==> src/hse_pkg.sv <==
`default_nettype none
// ----------------------------------------------------------------------------
// hse_pkg
// Shared types, constants and lookup functions for the Hall speed and
// angle estimator.
// ----------------------------------------------------------------------------
package hse_pkg;

    localparam int WINDOW_DEF  = 6;
    localparam int PERIOD_W    = 32;
    localparam int NUM_W       = 32;
    localparam int OMEGA_W     = 32;
    localparam int SECTOR_W    = 3;
    localparam int ANGLE_W     = 16;
    localparam int IN_TDATA_W  = 40;
    localparam int OUT_TDATA_W = 56;

    // hall codes v<<2 | w<<1 | u
    localparam logic [2:0] HALL_S0 = 3'b011;
    localparam logic [2:0] HALL_S1 = 3'b001;
    localparam logic [2:0] HALL_S2 = 3'b101;
    localparam logic [2:0] HALL_S3 = 3'b100;
    localparam logic [2:0] HALL_S4 = 3'b110;
    localparam logic [2:0] HALL_S5 = 3'b010;

    localparam logic [SECTOR_W-1:0] SECTOR_NONE = 3'd7;

    typedef struct packed {
        logic load;
        logic update;
        logic mul;
        logic div_step;
        logic out_load;
    } t_dp_cmd;

    typedef struct packed {
        logic sum_zero;
    } t_dp_stat;

    function automatic logic [SECTOR_W-1:0] sector_of_code(input logic [2:0] code);
        logic [SECTOR_W-1:0] sec;
        unique case (code)
            HALL_S0: sec = 3'd0;
            HALL_S1: sec = 3'd1;
            HALL_S2: sec = 3'd2;
            HALL_S3: sec = 3'd3;
            HALL_S4: sec = 3'd4;
            HALL_S5: sec = 3'd5;
            default: sec = SECTOR_NONE;
        endcase
        return sec;
    endfunction

    function automatic logic [ANGLE_W-1:0] angle_of_sector(input logic [SECTOR_W-1:0] sec);
        logic [ANGLE_W-1:0] ang;
        unique case (sec)
            3'd0:    ang = 16'd0;
            3'd1:    ang = 16'd10923;
            3'd2:    ang = 16'd21845;
            3'd3:    ang = 16'd32768;
            3'd4:    ang = 16'd43691;
            3'd5:    ang = 16'd54613;
            default: ang = 16'd0;
        endcase
        return ang;
    endfunction

endpackage
`default_nettype wire

==> src/hall_speed_angle_estimator.sv <==
`default_nettype none
// ----------------------------------------------------------------------------
// hall_speed_angle_estimator
// Per Hall edge: windowed average speed in Q24.8 rad/s and sector angle.
//
//   channel  dir  signals                              word
//   s        in   i_s_tvalid o_s_tready i_s_tdata      one Hall edge
//   m        out  o_m_tvalid i_m_tready o_m_tdata      one speed/angle result
//   cfg      in   i_cfg_valid o_cfg_ready i_cfg_data   speed numerator
//
// One edge at a time: accept, window update, multiply, then a restoring
// divider with one quotient bit per cycle over 32+clog2(WINDOW+1) bits,
// skipped when the window sum is zero. The next edge is taken in the cycle
// after the result loads. Synchronous active-low reset clears sum, fill
// count, slot, held sector and numerator. A result waiting on a stalled m
// channel does not block the next accept; only the final handoff waits.
// ----------------------------------------------------------------------------
module hall_speed_angle_estimator #(
    parameter int WINDOW = hse_pkg::WINDOW_DEF
) (
    input  wire logic                             i_clk,
    input  wire logic                             i_rst_n,
    input  wire logic                             i_s_tvalid,
    output logic                                  o_s_tready,
    // period_count[31:0], hall_u[32], hall_v[33], hall_w[34], zero pad
    input  wire logic [hse_pkg::IN_TDATA_W-1:0]   i_s_tdata,
    output logic                                  o_m_tvalid,
    input  wire logic                             i_m_tready,
    // omega[31:0], speed_saturated[32], sector[35:33], rotor_angle[51:36],
    // hall_valid[52], zero pad
    output logic      [hse_pkg::OUT_TDATA_W-1:0]  o_m_tdata,
    input  wire logic                             i_cfg_valid,
    output logic                                  o_cfg_ready,
    input  wire logic [hse_pkg::NUM_W-1:0]        i_cfg_data
);
    import hse_pkg::*;

    t_dp_cmd  w_cmd;
    t_dp_stat w_stat;

    assign o_cfg_ready = 1'b1;

    hse_ctrl #(
        .WINDOW (WINDOW)
    ) u_ctrl (
        .i_clk      (i_clk),
        .i_rst_n    (i_rst_n),
        .i_s_tvalid (i_s_tvalid),
        .o_s_tready (o_s_tready),
        .o_m_tvalid (o_m_tvalid),
        .i_m_tready (i_m_tready),
        .i_stat     (w_stat),
        .o_cmd      (w_cmd)
    );

    hse_dp #(
        .WINDOW (WINDOW)
    ) u_dp (
        .i_clk       (i_clk),
        .i_rst_n     (i_rst_n),
        .i_cmd       (w_cmd),
        .o_stat      (w_stat),
        .i_s_tdata   (i_s_tdata),
        .i_cfg_valid (i_cfg_valid),
        .i_cfg_data  (i_cfg_data),
        .o_m_tdata   (o_m_tdata)
    );

    // one edge at a time
    a_busy_after_accept: assert property (@(posedge i_clk) disable iff (!i_rst_n)
        (i_s_tvalid && o_s_tready) |=> !o_s_tready)
        else $error("input accepted while busy");

    a_sat_omega: assert property (@(posedge i_clk) disable iff (!i_rst_n)
        (o_m_tvalid && o_m_tdata[32]) |-> (o_m_tdata[31:0] == 32'hFFFF_FFFF))
        else $error("saturated speed not at maximum");

    a_sector_range: assert property (@(posedge i_clk) disable iff (!i_rst_n)
        o_m_tvalid |-> (o_m_tdata[35:33] < 3'd6))
        else $error("sector out of range");

    a_angle_match: assert property (@(posedge i_clk) disable iff (!i_rst_n)
        o_m_tvalid |-> (o_m_tdata[51:36] == angle_of_sector(o_m_tdata[35:33])))
        else $error("angle does not match sector");

endmodule
`default_nettype wire

==> src/hse_ctrl.sv <==
`default_nettype none
// ----------------------------------------------------------------------------
// hse_ctrl
// Sequencer: takes an edge, steps the window update, multiply and serial
// divide (skipped on a zero window sum), then hands the result to the output register.
// ----------------------------------------------------------------------------
module hse_ctrl #(
    parameter int WINDOW = hse_pkg::WINDOW_DEF
) (
    input  wire logic             i_clk,
    input  wire logic             i_rst_n,
    input  wire logic             i_s_tvalid,
    output logic                  o_s_tready,
    output logic                  o_m_tvalid,
    input  wire logic             i_m_tready,
    input  wire hse_pkg::t_dp_stat i_stat,
    output hse_pkg::t_dp_cmd      o_cmd
);
    import hse_pkg::*;

    localparam int FW = $clog2(WINDOW + 1);
    localparam int DW = NUM_W + FW;
    localparam int CW = $clog2(DW + 1);

    localparam logic [2:0] ST_IDLE = 3'd0;
    localparam logic [2:0] ST_UPD  = 3'd1;
    localparam logic [2:0] ST_MUL  = 3'd2;
    localparam logic [2:0] ST_DIV  = 3'd3;
    localparam logic [2:0] ST_DONE = 3'd4;

    logic [2:0]    r_state, n_state;
    logic [CW-1:0] r_cnt, n_cnt;
    logic          r_m_valid, n_m_valid;

    always_comb begin
        n_state   = r_state;
        n_cnt     = r_cnt;
        n_m_valid = r_m_valid;
        o_cmd     = '0;
        if (r_m_valid && i_m_tready) begin
            n_m_valid = 1'b0;
        end
        unique case (r_state)
            ST_IDLE: begin
                if (i_s_tvalid) begin
                    o_cmd.load = 1'b1;
                    n_state    = ST_UPD;
                end
            end
            ST_UPD: begin
                o_cmd.update = 1'b1;
                n_state      = ST_MUL;
            end
            ST_MUL: begin
                o_cmd.mul = 1'b1;
                n_cnt     = CW'(DW);
                n_state   = i_stat.sum_zero ? ST_DONE : ST_DIV;
            end
            ST_DIV: begin
                o_cmd.div_step = 1'b1;
                n_cnt          = r_cnt - 1'b1;
                if (r_cnt == CW'(1)) begin
                    n_state = ST_DONE;
                end
            end
            ST_DONE: begin
                if (!r_m_valid || i_m_tready) begin
                    o_cmd.out_load = 1'b1;
                    n_m_valid      = 1'b1;
                    n_state        = ST_IDLE;
                end
            end
            default: n_state = ST_IDLE;
        endcase
    end

    always_ff @(posedge i_clk) begin
        if (!i_rst_n) begin
            r_state   <= ST_IDLE;
            r_cnt     <= '0;
            r_m_valid <= 1'b0;
        end else begin
            r_state   <= n_state;
            r_cnt     <= n_cnt;
            r_m_valid <= n_m_valid;
        end
    end

    assign o_s_tready = (r_state == ST_IDLE);
    assign o_m_tvalid = r_m_valid;

endmodule
`default_nettype wire

==> src/hse_dp.sv <==
`default_nettype none
// ----------------------------------------------------------------------------
// hse_dp
// Datapath: period ring and running sum, sector lookup, multiplier,
// restoring divider and output register.
// ----------------------------------------------------------------------------
module hse_dp #(
    parameter int WINDOW = hse_pkg::WINDOW_DEF
) (
    input  wire logic                             i_clk,
    input  wire logic                             i_rst_n,
    input  wire hse_pkg::t_dp_cmd                 i_cmd,
    output hse_pkg::t_dp_stat                     o_stat,
    input  wire logic [hse_pkg::IN_TDATA_W-1:0]   i_s_tdata,
    input  wire logic                             i_cfg_valid,
    input  wire logic [hse_pkg::NUM_W-1:0]        i_cfg_data,
    output logic      [hse_pkg::OUT_TDATA_W-1:0]  o_m_tdata
);
    import hse_pkg::*;

    localparam int FW  = $clog2(WINDOW + 1);
    localparam int SW  = PERIOD_W + FW;
    localparam int DW  = NUM_W + FW;
    localparam int SLW = (WINDOW > 1) ? $clog2(WINDOW) : 1;
    localparam logic [SLW-1:0] SLOT_LAST = SLW'(WINDOW - 1);
    localparam logic [FW-1:0]  FILL_FULL = FW'(WINDOW);

    logic [PERIOD_W-1:0] r_ring [WINDOW];
    logic [SW-1:0]       r_sum;
    logic [SLW-1:0]      r_slot;
    logic [FW-1:0]       r_fill;
    logic [SECTOR_W-1:0] r_held;
    logic [NUM_W-1:0]    r_num;
    logic [PERIOD_W-1:0] r_period;
    logic [2:0]          r_code;
    logic                r_hvalid;
    logic [DW-1:0]       r_dvd;
    logic [SW-1:0]       r_rem;
    logic [OUT_TDATA_W-1:0] r_out;

    logic [PERIOD_W-1:0] w_old;
    logic [SW-1:0]       w_sum_next;
    logic [SECTOR_W-1:0] w_sec;
    logic [DW-1:0]       w_prod;
    logic [SW:0]         w_trial;
    logic [SW:0]         w_diff;
    logic                w_qbit;
    logic                w_sat;
    logic [OMEGA_W-1:0]  w_omega;

    // until the window is full the dropped period counts as zero; the ring itself has no reset
    assign w_old      = (r_fill == FILL_FULL) ? r_ring[r_slot] : '0;
    assign w_sum_next = r_sum - SW'(w_old) + SW'(r_period);
    assign w_sec      = sector_of_code(r_code);
    assign w_prod     = DW'(r_num) * DW'(r_fill);
    assign w_trial    = {r_rem, r_dvd[DW-1]};
    assign w_diff     = w_trial - {1'b0, r_sum};
    assign w_qbit     = (w_trial >= {1'b0, r_sum});
    assign w_sat      = (r_sum == '0) || (|r_dvd[DW-1:OMEGA_W]);
    assign w_omega    = w_sat ? '1 : r_dvd[OMEGA_W-1:0];

    assign o_stat.sum_zero = (r_sum == '0);

    always_ff @(posedge i_clk) begin
        if (!i_rst_n) begin
            r_sum  <= '0;
            r_slot <= '0;
            r_fill <= '0;
            r_held <= '0;
            r_num  <= '0;
        end else begin
            if (i_cfg_valid) begin
                r_num <= i_cfg_data;
            end
            if (i_cmd.update) begin
                r_sum  <= w_sum_next;
                r_slot <= (r_slot == SLOT_LAST) ? '0 : r_slot + 1'b1;
                if (r_fill != FILL_FULL) begin
                    r_fill <= r_fill + 1'b1;
                end
                if (w_sec != SECTOR_NONE) begin
                    r_held <= w_sec;
                end
            end
        end
    end

    always_ff @(posedge i_clk) begin
        if (i_cmd.load) begin
            r_period <= i_s_tdata[PERIOD_W-1:0];
            r_code   <= {i_s_tdata[PERIOD_W+1], i_s_tdata[PERIOD_W+2], i_s_tdata[PERIOD_W]};
        end
        if (i_cmd.update) begin
            r_ring[r_slot] <= r_period;
            r_hvalid       <= (w_sec != SECTOR_NONE);
        end
        if (i_cmd.mul) begin
            r_dvd <= w_prod;
            r_rem <= '0;
        end else if (i_cmd.div_step) begin
            r_dvd <= {r_dvd[DW-2:0], w_qbit};
            r_rem <= w_qbit ? w_diff[SW-1:0] : w_trial[SW-1:0];
        end
        if (i_cmd.out_load) begin
            r_out <= {3'b000, r_hvalid, angle_of_sector(r_held), r_held, w_sat, w_omega};
        end
    end

    assign o_m_tdata = r_out;

endmodule
`default_nettype wire

==> config.mk <==
export PLATFORM = sky130hd
export DESIGN_NAME = hall_speed_angle_estimator
export DESIGN_NICKNAME = d
export VERILOG_FILES = /design/src/hse_pkg.sv /design/src/hall_speed_angle_estimator.sv /design/src/hse_ctrl.sv /design/src/hse_dp.sv
export SDC_FILE = /design/constraint.sdc
export NUM_CORES = 1
export LEC_CHECK = 0
export ABC_AREA = 1
export ABC_CLOCK_PERIOD_IN_PS = 14600
export BUFFER_PORTS_ARGS = -buffer_cell sky130_fd_sc_hd__buf_2
export CORE_MARGIN = 4
export CORE_UTILIZATION = 50
export CTS_BUF_LIST = sky130_fd_sc_hd__clkbuf_8
export DETAILED_ROUTE_END_ITERATION = 16
export HOLD_SLACK_MARGIN = 0.12
export PLACE_DENSITY = 0.67
export SETUP_SLACK_MARGIN = 0.5
export SLEW_MARGIN = 20
export SYNTH_ARGS = -nofsm -noshare
export SYNTH_HDL_FRONTEND = slang
export SYNTH_HIERARCHICAL = 1
export SYNTH_SLANG_ARGS = --single-unit
==> constraint.sdc <==
create_clock -name i_clk -period 14.6 [get_ports i_clk]
set_input_delay 2.19 -clock i_clk [delete_from_list [all_inputs] [get_ports i_clk]]
set_output_delay 2.19 -clock i_clk [all_outputs]
set_load 0.1 [all_outputs]
# After elaboration in Yosys (flattened, before gate mapping)
# Memory sizes are Yosys's and may differ from the RTL's. A register that Yosys moved wholly into a read port is not among the register bits.
# Index checks and enable logic that the tools add are counted.
# totals
reg_bits,245
mem_bits_rw,192
input_bits,77
out_inout_bits,59
wordCells,86
memories,1
# classes
n_addsub,6
mul,1
order_cmp,1
eq_ne,23
n_mux,27
n_reduce_logical,12
# memory_table
name,words,word_bits,read_ports,rd_ports_with_merged_regs,write_ports,line_no,text
u_dp.r_ring,6,32,1,1,1,hse_dp.sv:28,logic [PERIOD_W-1:0] r_ring [WINDOW];
# op_table
cell,count
$mux W35,3
$pmux W16 S5,1
$ge A36 B35 Y1,1
$add A35 B32 Y35,1
$logic_not A35 Y1,1
$mul A32 B3 Y35,1
$sub A35 B32 Y35,1
$sub A35 B35 Y35,1
$mux W32,1
$eq A3 B3 Y1 const B,8
$mux W3,7
$eq A3 B2 Y1 const B,6
$pmux W3 S6,1
$pmux W3 S5,1
$mux W1,12
$pmux W6 S2,1
$eq A3 B1 Y1 const B,3
$add A3 B1 Y3 const B,2
$eq A6 B1 Y1 const B,1
$ne A3 B3 Y1 const B,2
$sub A6 B1 Y6 const B,1
$ne A2 B1 Y1 const B,2
$reduce_and A2 Y1,2
$reduce_bool A2 Y1,2
7 further kinds,8

# Longest topological paths before layout
# Gate-level depths: netlist of the first run.
# logic_depth
ltp_word,4
ltp_mapped,25

# Cells and area by module
# The synthesis of the first run kept the hierarchy.
# by_module_without_submodules
module,n_inst,cells_per_inst,area_each_um2
hse_dp,1,3106,25338.1
hse_ctrl,1,82,565.5
hall_speed_angle_estimator,1,2,11.3

# Worst setup path before layout of the first run
# Ideal clock, no wire load.
# synth_timing
path_kind,register -> register
from,reg u_ctrl.r_state[0]
to,mem u_dp.r_ring[4][0] (enable)
setup_time_ns,0.502
t_arrival_ns,4.283
required_ns,14.098
path_slack_ns,9.815
stages_incl_launch_ff,7
n_path_buf,2
period_less_slack_ns,4.785
cell_sequence,dfxtp_1 inv_2 nor3_1 clkbuf_1 inv_2 clkbuf_1 nor4_1
# synth_lines
item,line_no,text
"start, declared",hse_ctrl.sv:31,"logic [2:0] r_state, n_state;"
"start signal, assigned",hse_ctrl.sv:83,r_state <= n_state;
"end, declared",hse_dp.sv:28,

==> results of run 1 <==
[kinds of logic after synthesis]
group | Yosys count
buf+inv | 608
other cells | 2
simple gates | 1445
flops | 428
compound gates | 487
xor+xnor | 46
fa+ha+maj | 174
[flip-flops by register name, indices dropped and copies added (netlist names), named ones only]
register	flops
u_dp/r_code	3
u_dp/r_dvd	35
u_dp/r_rem	35
u_dp/r_held	3
u_dp/r_ring	192
u_dp/r_period	32
u_dp/r_num	32
u_dp/r_sum	35
u_dp/r_hvalid	1
u_ctrl/o_m_tvalid	1
u_dp/r_fill	3
u_dp/r_slot	3
u_dp/o_m_tdata	41
u_ctrl/r_cnt	6
u_ctrl/r_state	3
[metal layers]
| layer | up-vias | part of all wire | GRT usage |
|---|---|---|---|
| li1 | 10600 | - | - |
| met1 | 10000 | 0.46 | 0.330 |
| met2 | 459 | 0.47 | 0.401 |
| met3 | 86 | 0.048 | 0.0368 |
| met4 | 0 | 0.021 | 0.0634 |
| met5 | - | 0 | 0 |
[metrics by stage]
| stage | area, um^2 | hold WS [ns] | instances | power, mW |
|---|---|---|---|---|
| finish | 28600 | 0.426 | 4051 | 7.28 |
| global route | 28600 | 0.436 | 4051 | 7.94 |
| global placement | 27100 | 0.407 | 3909 | 6.11 |
| detailed placement | 27100 | 0.421 | 3910 | 6.16 |
| floorplan | 25900 | 0.400 | 3192 | 5.13 |
| CTS | 28600 | 0.434 | 4049 | 7.30 |
[cell usage after synthesis, drive strengths merged, types with 26 or more instances]
master / instances / area share
nor2: 433 / 0.064
o32ai: 32 / 0.011
nor3: 26 / 0.0052
clkbuf: 64 / 0.0093
a21oi: 189 / 0.038
buf: 46 / 0.011
nand3: 186 / 0.039
inv: 498 / 0.072
nand2: 717 / 0.11
o21ai: 225 / 0.043
ha: 110 / 0.053
edfxtp: 304 / 0.35
fa: 64 / 0.049
dfxtp: 124 / 0.096
[cell type report]
class                      count  share of cell area
antenna                        2            0.000175
inverter                     498              0.0653
clock buffer                  80              0.0385
multi-input combinational   2156               0.418
timing repair buffer         148              0.0285
clock inverter                59              0.0138
tap                          680              0.0297
sequential                   428               0.406
[power by group through the flow]
| stage | logic, mW | clock network (mW) | registers, mW |
|---|---|---|---|
| floorplan | 3.26 | 0 | 1.88 |
| global placement | 4.31 | 0 | 1.80 |
| detailed placement | 4.35 | 0 | 1.81 |
| CTS | 4.37 | 1.14 | 1.78 |
| global route | 4.93 | 1.19 | 1.81 |
| finish | 4.39 | 1.10 | 1.78 |
[worst max-delay path, delay by kind of cell, from the launching register on]
| kind | cells | cell delay (ns) |
|---|---|---|
| compound gates | 4 | 1.27 |
| fa+ha+maj | 2 | 0.78 |
| buf+inv | 4 | 1.32 |
| flops | 1 | 0.45 |
| simple gates | 8 | 0.90 |
[worst max-delay path by stage]
stage	end	cells past startpoint	startpoint	slack, ns
after floorplan	u_dp/r_ring[4][0]	6	u_ctrl/r_state[0]	9.82
after global placement	u_dp/r_sum[30]	18	flip-flop	9.70
after detailed placement	u_dp/r_sum[30]	18	flip-flop	9.73
after CTS	u_dp/r_sum[30]	18	flip-flop	9.71
after global routing	u_dp/r_sum[30]	18	flip-flop	9.22
final	u_dp/r_sum[30]	18	flip-flop	9.69
==> reports/qor.yml, run 1 <==
sta:
  drv_slew: 0
  fin_setup_tns_ns: 0
  fin_crit_ns: 4.91
  worst_slew_pin_slew_ns: 0.945
  rsz0062_at_grt: "no"
  worst_slack_ns: 9.69
  finalCritPeriodShare: 0.336
  fin_skew_ns: 0.0411
  hold_viol: 0
  clock.fmax_ghz: 0.204
  slew_headroom: 0.369
  setup_viol: 0
critical_path:
  cp.required_ns: 15.14
  slowest_delay_ns: 0.64
  endpoint_kind: "flip-flop"
  arrival_ns: 5.45
  crit_fanout: 62
  crit_path_cell_trace: "inv_2 > buf_4 > nor2_1 > o32ai_1 > nand2_1 > a21oi_1 > fa_1 > inv_1 > fa_1 > nand3_1 > nand3_1 > a21oi_1 > o21ai_0 > nand3b_1 > nand3_1 > nand3_1 > nand2_1 > inv_1"
  reg2reg_to: "u_dp/r_sum[30]"
  cp_common_cell: "nand3_1"
  slowest_stage: "buf_4"
  ff2ff_setup_slack_ns: 9.69
  r2r_cells: 18
  cp-start-kind: "flip-flop"
  worstSetupPathType: "flip-flop to flip-flop"
clocking:
  cts_tree: "yes"
  post_cts_resized: 0
  clock-sinks: 428
  cts_buffer_depth: 3
  cts_root_buf: "clkbuf_8"
  postCtsHoldBufs: 0
  cts_setup_buffers: 0
  cts_made_buffers: 76
  clk_latency_ns: 0.66
  h-tree-depth: 3
  clk_pin_slew_ns: 0.06
worst_hold_path:
  min_to: "u_dp/o_m_tdata[52]"
  holdPathStages: 0
  min-delay-path-class: "flip-flop to flip-flop"
  min_from: "u_dp/r_hvalid"
pwr:
  p_switching_mw: 3.70
  ir_drop_mv: 0.168
  swShare: 0.508
  clkPwrFrac: 0.151
  power_frac_comb: 0.603
  leakage_nw: 12.9
  p_int_mw: 3.58
  p_seq_frac: 0.245
  p_per_area_nw_per_um2: 254
grt:
  grt_pass1_vias: 20900
  grt_pass1_wl_um: 109000
  antenna_found_initial: 1
  grt_overflow: 0
  track_usage: 0.240
  grt_max_degree: 75
floorplanning:
  die-area_um2: 55500
  die_h_um: 236
  start_util: 0.505
  core_um2: 51300
  row_count: 83
  fp.dieW_um: 236
  pin_count: 136
run:
  cap_violations: 0
finish:
  multiInputGateArea_um2: 12000
  seqCellArea_um2: 11600
  area_delta_synth_final_pct: 10.4
  final_common_cell: "nand2_1"
  nNetsFinal: 3559
  layout-drive-gt1-share: 0.103
  fillers: 4815
  layout_common_cells: "699 x nand2_1, 502 x inv_1, 416 x nor2_1"
  post-route-util: 0.558
synth:
  yosys.area_share.xor_xnor: 0.0155
  synth_edf_count: 304
  synth_adder_area_share: 0.103
  synth-compound-area-share: 0.103
  synth_top_family_by_area: "simple AND/OR/NAND/NOR gates"
  ys_seq_area_frac: 0.448
  synth-seq-cells: 428
  ys.flop_type: "edfxtp_1"
  ys_types: 51
  yosys_warnings: 6
  yosys.area_share.simple: 0.237
  async_flop_share: 0
  syn_inst: 3190
  synthMuxAreaShare: 0
  syn_area_um2: 25900
  avgSynthCellArea_um2: 8.12
detailed_routing:
  drc: 0
  antenna_left: 0
  vias: 21200
  first_pass_iters: 5
  routed_wl_um: 67300
  initialDrtViolationCount: 1351
  via_per_inst: 5.23
  wire_per_inst_um: 16.6
placed_design:
  gp_congestion: 0.921
  hpwl_um: 49600
  place_ws_ns: 9.73
  port_buffers: 126
run_status:
  outcome: "completed"
(Power assumes the default switching activity.)
==> run 2, diff against run 1 <==
--- a/config.mk
+++ b/config.mk
@@ -6,7 +6,7 @@
 export NUM_CORES = 1
 export LEC_CHECK = 0
 export ABC_AREA = 1
-export ABC_CLOCK_PERIOD_IN_PS = 14600
+export ABC_CLOCK_PERIOD_IN_PS = 5110
 export BUFFER_PORTS_ARGS = -buffer_cell sky130_fd_sc_hd__buf_2
 export CORE_MARGIN = 4
 export CORE_UTILIZATION = 50
==> constraint.sdc (replaced) <==
create_clock -name i_clk -period 5.11 [get_ports i_clk]
set_input_delay 0.7665 -clock i_clk [delete_from_list [all_inputs] [get_ports i_clk]]
set_output_delay 0.7665 -clock i_clk [all_outputs]
set_load 0.1 [all_outputs]
==> run 2 against run 1 <==
Die area did not move. Final area rose by 0.12%. Sequential power grew to 2.9 times the previous value. Sequential share of layout area is essentially flat. First-iteration DRC count rose by 9.3%. Utilization grew 0.068 points. Combinational power rose to 2.8 times the previous value. Global-route usage decreased by 0.71 points. Count of clock-buffer cells in the layout decreased by 4. Highest routed layer unchanged. Clock power grew to 2.9 times the previous value. Critical path type unchanged. Largest power group unchanged. Via count up 0.34%.
==> reports/qor.yml, run 2 (same netlist as run 1, synthesis figures left out) <==
finish:
  layout-drive-gt1-share: 0.103
  layout_common_cells: "699 x nand2_1, 508 x inv_1, 416 x nor2_1"
  largest_reg_flops: 192
  final_common_cell: "nand2_1"
  nNetsFinal: 3561
  antenna_cells: 0
  post-route-util: 0.558
  area_delta_synth_final_pct: 10.5
  top_register: "u_dp/r_ring"
detailed_routing:
  vias: 21200
  routed_wl_um: 65700
  antenna_left: 0
  drc: 0
  initialDrtViolationCount: 1477
  via_per_inst: 5.25
  first_pass_iters: 5
  wire_per_inst_um: 16.2
critical_path:
  cp.required_ns: 5.67
  reg2reg_to: "u_dp/r_sum[30]"
  cp-start-kind: "flip-flop"
  worstSetupPathType: "flip-flop to flip-flop"
  arrival_ns: 4.58
  slowest_delay_ns: 0.55
  r2r_cells: 16
  crit_fanout: 22
  endpoint_kind: "flip-flop"
  slowest_stage: "o21ai_0"
  crit_path_cell_trace: "inv_2 > buf_4 > nor2_1 > o21ai_0 > nand2_1 > fa_1 > ha_1 > nand2_1 > nor2_1 > nand2_1 > o21ai_0 > nand3b_1 > nand3_1 > nand3_1 > nand2_1 > inv_1"
  ff2ff_setup_slack_ns: 1.09
  cp_common_cell: "nand2_1"
sta:
  fin_skew_ns: 0.0429
  worst_slack_ns: 1.09
  setup_viol: 0
  drv_slew: 0
  hold_viol: 0
  clock.fmax_ghz: 0.248
  worst_slew_pin_slew_ns: 1.10
  rsz0062_at_grt: "no"
  slew_headroom: 0.262
  fin_setup_tns_ns: 0
  finalCritPeriodShare: 0.788
  fin_crit_ns: 4.02
clocking:
  postCtsHoldBufs: 0
  cts_made_buffers: 74
  cts_tree: "yes"
  cts_root_buf: "clkbuf_8"
  clk_pin_slew_ns: 0.06
  h-tree-depth: 3
  clk_latency_ns: 0.68
  cts_setup_buffers: 0
  clock-sinks: 428
  post_cts_resized: 0
  cts_buffer_depth: 3
grt:
  grt_max_degree: 97
  grt_overflow: 0
  grt_pass1_vias: 20800
  antenna_found_initial: 0
  grt_pass1_wl_um: 106000
  track_usage: 0.233
floorplanning:
  core_um2: 51300
  die_h_um: 236
  fp.dieW_um: 236
  start_util: 0.505
  pin_count: 136
  row_count: 83
  die-area_um2: 55500
worst_hold_path:
  min_from: "i_s_tdata[10]"
  min_to: "u_dp/r_period[10]"
  holdPathStages: 1
  min-delay-path-class: "primary input to flip-flop"
placed_design:
  gp_congestion: 0.995
  hpwl_um: 48500
  port_buffers: 126
  place_ws_ns: 1.17
run:
  cap_violations: 0
pwr:
  p_per_area_nw_per_um2: 724
  power_mw: 20.8
  ir_drop_mv: 0.551
  leakage_nw: 13.0
run_status:
  outcome: "completed"
[run 2: changes by cell type in the layout (fill, tap and decap cells not counted), sizes merged]
cell      change
inv           +8
clkinv        -5
clkinvlp      -5
buf           +4
clkbuf        -4
diode         -2
bufinv        +1
[run 2: worst max-delay path by stage]
stage | slack (ns) | endpoint | startpoint | depth (start not counted)
global placement | 1.16 | u_dp/r_sum[30] | flip-flop | 17
floorplan | 1.16 | u_dp/r_ring[5][0] | u_ctrl/r_state[0] | 6
detailed placement | 1.17 | u_dp/r_sum[30] | flip-flop | 17
finish | 1.09 | u_dp/r_sum[30] | flip-flop | 16
global route | 0.78 | u_dp/r_sum[30] | flip-flop | 18
CTS | 1.16 | u_dp/r_sum[30] | flip-flop | 18
[run 2: cell type report]
| type | count | area (um^2) |
|---|---|---|
| fillers | 4841 | 22700 |
| multi-input cells | 2156 | 12000 |
| flip-flops and latches | 428 | 11600 |
| inverters | 498 | 1870 |
| clock buffers | 76 | 1050 |
| repair buffers | 152 | 851 |
| well taps | 680 | 851 |
| clock inverters | 58 | 445 |
[run 2: power breakdown]
group          internal (mW)  switching [mW]
Sequential              4.66           0.432
Combinational           3.86            8.63
Clock                   1.71            1.45
Total                   10.2            10.5
[run 2: routing by layer]
layer	vias up	share of wire	track usage	routed length (um)
met4	0	0.024	0.0682	1550
li1	10600	-	-	-
met1	10000	0.45	0.314	29900
met3	97	0.047	0.0361	3110
met2	493	0.47	0.393	31200
met5	-	0	0	0
[run 2: worst max-delay path, delay by kind of cell, from the launching register on]
kind	cells	cell delay (ns)
buffers and inverters	3	0.70
and+or+nand+nor	9	1.30
adders and majority gates	2	0.80
DFF	1	0.34
AOI/OAI and AO/OA	2	0.78
[run 2: metrics by stage]
| step | hold slack [ns] | cells | cell area, um^2 |
|---|---|---|---|
| final | 0.266 | 4048 | 28600 |
| after global routing | 0.220 | 4048 | 28600 |
| after CTS | 0.212 | 4048 | 28600 |
| after detailed placement | 0.411 | 3914 | 27200 |
| after global placement | 0.408 | 3914 | 27200 |
| after floorplan | 0.400 | 3192 | 25900 |
